<file path="src/hdl/oaht_ram.sv">
module oaht_ram #(
   parameter int WIDTH = 8,
   parameter int DEPTH = 64
) (
   input  logic                     clock,
   input  logic                     wr_en,
   input  logic [$clog2(DEPTH)-1:0] wr_addr,
   input  logic [WIDTH-1:0]         wr_data,
   input  logic                     rd_en,
   input  logic [$clog2(DEPTH)-1:0] rd_addr,
   output logic [WIDTH-1:0]         rd_data
);

   logic [WIDTH-1:0] mem_ff [DEPTH];
   logic [WIDTH-1:0] rd_data_ff;

   always_ff @(posedge clock) begin
      if (wr_en) begin
         mem_ff[wr_addr] <= wr_data;
      end
      // hold read data between reads
      if (rd_en) begin
         rd_data_ff <= mem_ff[rd_addr];
      end
   end

   assign rd_data = rd_data_ff;

endmodule

</file>
<file path="config.mk">
export PLATFORM = sky130hd
export DESIGN_NAME = oaht_ram
export DESIGN_NICKNAME = d
export VERILOG_FILES = /design/src/hdl/oaht_ram.sv
export SDC_FILE = /design/constraint.sdc
export NUM_CORES = 1
export LEC_CHECK = 0
export BUFFER_PORTS_ARGS = -buffer_cell sky130_fd_sc_hd__buf_4
export CORE_ASPECT_RATIO = 0.7
export CORE_MARGIN = 2
export CORE_UTILIZATION = 30
export DETAILED_ROUTE_END_ITERATION = 10
export GPL_TIMING_DRIVEN = 0
export MAX_ROUTING_LAYER = met4
export PLACE_DENSITY_LB_ADDON = 0.1
export SYNTH_ARGS = -nofsm -noshare
export SYNTH_HDL_FRONTEND = slang
export SYNTH_SLANG_ARGS = --single-unit
</file>
<file path="constraint.sdc">
create_clock -name clock -period 3.5 [get_ports clock]
set_clock_uncertainty 0.15 [all_clocks]
set_input_delay 1.05 -clock clock [delete_from_list [all_inputs] [get_ports clock]]
set_output_delay 1.05 -clock clock [all_outputs]
set_load 0.02 [all_outputs]
</file>
## Yosys cells after proc, flatten, opt, wreduce, memory -nomap -nowiden

Memory sizes are Yosys's and may differ from the RTL's. A register that Yosys moved wholly into a read port is not among the register bits.
Index checks and enable logic that the tools add are counted.

| storage, ports and cells | value |
|---|---|
| register bits | 0 |
| bits in writable memories | 512 |
| output and inout port bits | 8 |
| logic and storage cells | 3 |
| memories | 1 |

Memories:

| memory | depth | width | read ports | clocked after Yosys merged registers in | wr ports | line | text |
|---|---|---|---|---|---|---|---|
| mem_ff | 64 | 8 | 1 | 1 | 1 | 14 | `logic [WIDTH-1:0] mem_ff [DEPTH];` |

| cells by class | value |
|---|---|
| multiplexer cells | 2 |

Operator list:

| operator | count |
|---|---|
| $mux 1 | 2 |

## Longest topological paths before layout

| depth | value |
|---|---|
| word-level depth | 2 |
| gate-level depth with buffers | 9 |

## Worst setup path after synthesis

Ideal clock, no wire load.

| timing path | value |
|---|---|
| path type | in2reg |
| start | in rd_addr[1] |
| end | reg rd_data_ff[3] (netlist: rd_data[3]) (read register of mem_ff) (data pin) |
| library setup time | 0.266 ns |
| data arrival time | 2.590 ns |
| required time | 3.084 ns |
| path slack | 0.494 ns |
| cell stages on the path | 7 |
| path buffers | 3 |
| cells stage by stage | buf_4 -> buf_2 -> buf_2 -> mux4_2 -> mux4_2 -> o21ai_1 -> o41ai_1 |

RTL lines:

| item | line | text |
|---|---|---|
| from (decl) | 10 | `input logic [$clog2(DEPTH)-1:0] rd_addr,` |
| to (decl) | 15 | `logic [WIDTH-1:0] rd_data_ff;` |

==> Implementation_results.wiki <==
{| class="wikitable"
! Metric !! Value
|-
| Pwr dens || 574 mW/mm^2
|-
| Number of maximum-capacitance constraint violations || 0
|-
| Global-route wire length before repair || 80300 um
|-
| Worst Setup Start Kind || input port
|-
| Clock tree from TritonCTS || yes
|-
| Count of buffers inserted at the top-level ports || 22
|-
| Logic pwr share || 0.058
|-
| Post-Place Setup Slack || -1.40 ns
|-
| Setup violations, final || 0
|-
| Share of the core filled with cells in the final layout || 0.349
|-
| Die Footprint || 0.0696 mm^2
|-
| Synthesized netlist net count || 963
|-
| Leading cell type in the layout, fill and taps excluded || edfxtp_1
|-
| Status || finished, final reports clean
|-
| Count of flip-flops with a built-in enable after synthesis || 520
|-
| Die Span Y || 221 um
|-
| Library cells used by synthesis || 39
|-
| Unrepaired setup endpoints after global routing || no
|-
| Number of clock sinks || 520
|-
| Number of vias in the routed layout || 9845
|-
| Final HPWL from detailed placement || 37200 um
|-
| Antenna viol nets, final || 0
|-
| Fraction of synthesized cell area taken by the top area cell type || 0.771
|-
| Worst endpoint data arrival time || 3.60 ns
|-
| Worst setup path category || input port to register
|-
| Maximum operating frequency || 294 MHz
|-
| IR Drop Worst-Case VDD || 0.409 mV
|-
| Global placer's final weighted congestion || 0.844
|-
| Final cell count without fillers || 1948
|-
| Die boundary width || 315 um
|-
| Seq pwr share || 0.517
|-
| Transition at the pin with the smallest max-transition slack || 1.25 ns
|-
| Number of core rows || 79
|-
| Antenna violations before repair || 3
|-
| Deepest clock path buffer count || 3
|-
| Req. time, crit path || 3.70 ns
|-
| Largest net degree at the start of global routing || 65
|-
| Top area cells in the synthesized netlist || edfxtp_1 (77%), mux4_2 (14%), nor2_1 (1.5%)
|-
| Async set or reset register ratio after synthesis || 0
|-
| Yosys warning total || 0
|-
| Remaining design rule violation count || 0
|-
| Starting Density || 0.304
|-
| Type of the most critical hold path || input port to register
|-
| Switching share of power || 0.221
|-
| Internal portion of total power || 10.4 mW
|-
| Wire length per cell || 29.9 um
|-
| DR pass1 iterations || 5
|-
| 1st-iter DRT viols || 1086
|-
| Commonest cells after routing, fill and taps aside || edfxtp_1 (520), mux4_2 (126), nor2_1 (83)
|-
| Final hold violation count || 0
|-
| Number of levels in the clock H-tree || 2
|-
| Mapped Cells || 940
|-
| Layout cell share with drive strength beyond 1 || 0.259
|-
| Flip-flop and latch count after synthesis || 520
|-
| Core Footprint || 0.0666 mm^2
|-
| Period minus WS final || 3.40 ns
|-
| Largest fanout on the critical path || 10
|-
| Hold bufs inserted after CTS || 0
|-
| Kind of end point of the critical path || register
|-
| Total instance count after detailed placement || 1853
|-
| Area Growth Syn to Fin || 15.0%
|-
| Per-cell via count in the routed design || 5.05
|-
| Synthesized area || 0.0202 mm^2
|-
| Final setup slack of the worst path || 0.103 ns
|-
| Period utilization || 0.971
|-
| Num CTS Buffers || 53
|-
| Remaining max-slew budget at the tightest pin || 0.161
|-
| Clock transition at path regs || 0.06 ns
|-
| Final Max Tran Viols || 0
|-
| Sum of overflow across all layers after global routing || 0
|-
| Fraction of synthesized cell area in xor and xnor cells || 0
|-
| Synthesized-area fraction occupied by ao, oa, aoi and oai cells || 0.0206
|-
| Nets@finish || 1039
|-
| Adder and majority gate portion of the synthesized area || 0
|-
| Sum of routed wire length over all layers || 58300 um
|-
| Clock Power Share || 0.425
|-
| Mux cell area share after synthesis || 0.159
|-
| Cell leakage power || 7.09 nW
|-
| Simple-gate share of the synthesized area || 0.0337
|-
| Register area share after synthesis || 0.771
|-
| Clk_lat worst skew || 0.63 ns
|-
| Net switching power || 2.95 mW
|-
| Overall fraction of global-route tracks in use || 0.173
|-
| Number of global-route vias before repair || 9821
|-
| Most frequently used flop master after synthesis || edfxtp_1
|-
| Dominant combinational cell family by area after synthesis || multiplexers
|-
| Post-Syn Area per Cell || 21.5 um^2
|-
| Number of top-level pins || 31
|-
| Buffer cell driving the clock tree root || clkbuf_16
|-
| Area leader, netlist || edfxtp_1
|}
## synthesized netlist by cell type (7+ instances only)
library cell  instances
mux4_2              126
mux2_2               13
edfxtp_1            520
nand3_1              13
nor3_1                7
clkbuf_1             17
o221ai_1              8
buf_2                11
o22ai_1               8
nor2b_1              14
mux2i_1              23
nand2_1              19
nor2_1               83
nand2b_1              7
buf_4                13
## stage by stage
step | hold slack [ns] | total power [mW] | cell area, um^2 | TNS, ns
floorplan | 0.647 | 7.43 | 20200 | 0
global placement | 1.01 | 7.82 | 21500 | -26.41
detailed placement | 1.01 | 7.82 | 21500 | -35.14
CTS | 0.521 | 13.5 | 23300 | 0
global route | 0.554 | 13.8 | 23300 | 0
finish | 0.553 | 13.4 | 23300 | 0
## metal layers
layer | track usage | vias up | part of all wire
met5 | - | - | 0
met4 | 0.0373 | 0 | 0.016
met3 | 0.0453 | 74 | 0.077
met2 | 0.221 | 315 | 0.40
met1 | 0.271 | 5370 | 0.51
li1 | - | 4086 | -
## cells by family after synthesis
group                  count (synthesis)
AO/OA/AOI/OAI                         54
buffers and inverters                 51
flip-flops                           520
multiplexers                         162
AND/OR/NAND/NOR                      153
## flip-flops by register name (all words and copies together) (netlist names)
register	cells
rd_data	8
mem_ff	512
## power groups by stage
stage | Clock (mW) | Sequential, mW | Combinational [mW]
2_1_floorplan | 0 | 7.06 | 0.368
3_5_place_dp | 0 | 7.05 | 0.772
3_3_place_gp | 0 | 7.05 | 0.768
5_1_grt | 6.04 | 6.92 | 0.821
6_report | 5.68 | 6.92 | 0.775
4_1_cts | 5.80 | 6.92 | 0.777
## repair_timing
item	4_1_cts	5_1_grt
pin swaps	0	0
gates resized for setup	11	8
cloned	0	0
endpoints found under the setup margin	8	4
buffers inserted	0	0
## critical path, stage by stage
cell      delay (ns)
buf_2           0.18
buf_4           0.24
clkbuf_2        0.33
nor2_1          0.47
o221ai_1        0.21
nor2_1          0.40
nor3_1          0.16
o32ai_2         0.53
## final cells by class
class	instances	area (um^2)
diodes	1	2.50
plain buffers	50	330
clock buffers	68	1400
clock inverters	27	285
fillers	6300	43300
multi-input cells	369	4370
flip-flops and latches	520	15600
well taps	891	1110
repair buffers	22	165
## path summary, 6_finish.rpt
path                 start         end  slack [ns]  cells after the start
max             rd_addr[2]  rd_data[4]        0.10                      8
min                  rd_en  rd_data[4]        0.55                      1
max reg2reg  mem_ff[21][6]  rd_data[6]        1.00                      5
min reg2reg   mem_ff[6][7]  rd_data[7]        1.02                      4
No activity file was read; power rests on OpenSTA's default activity.
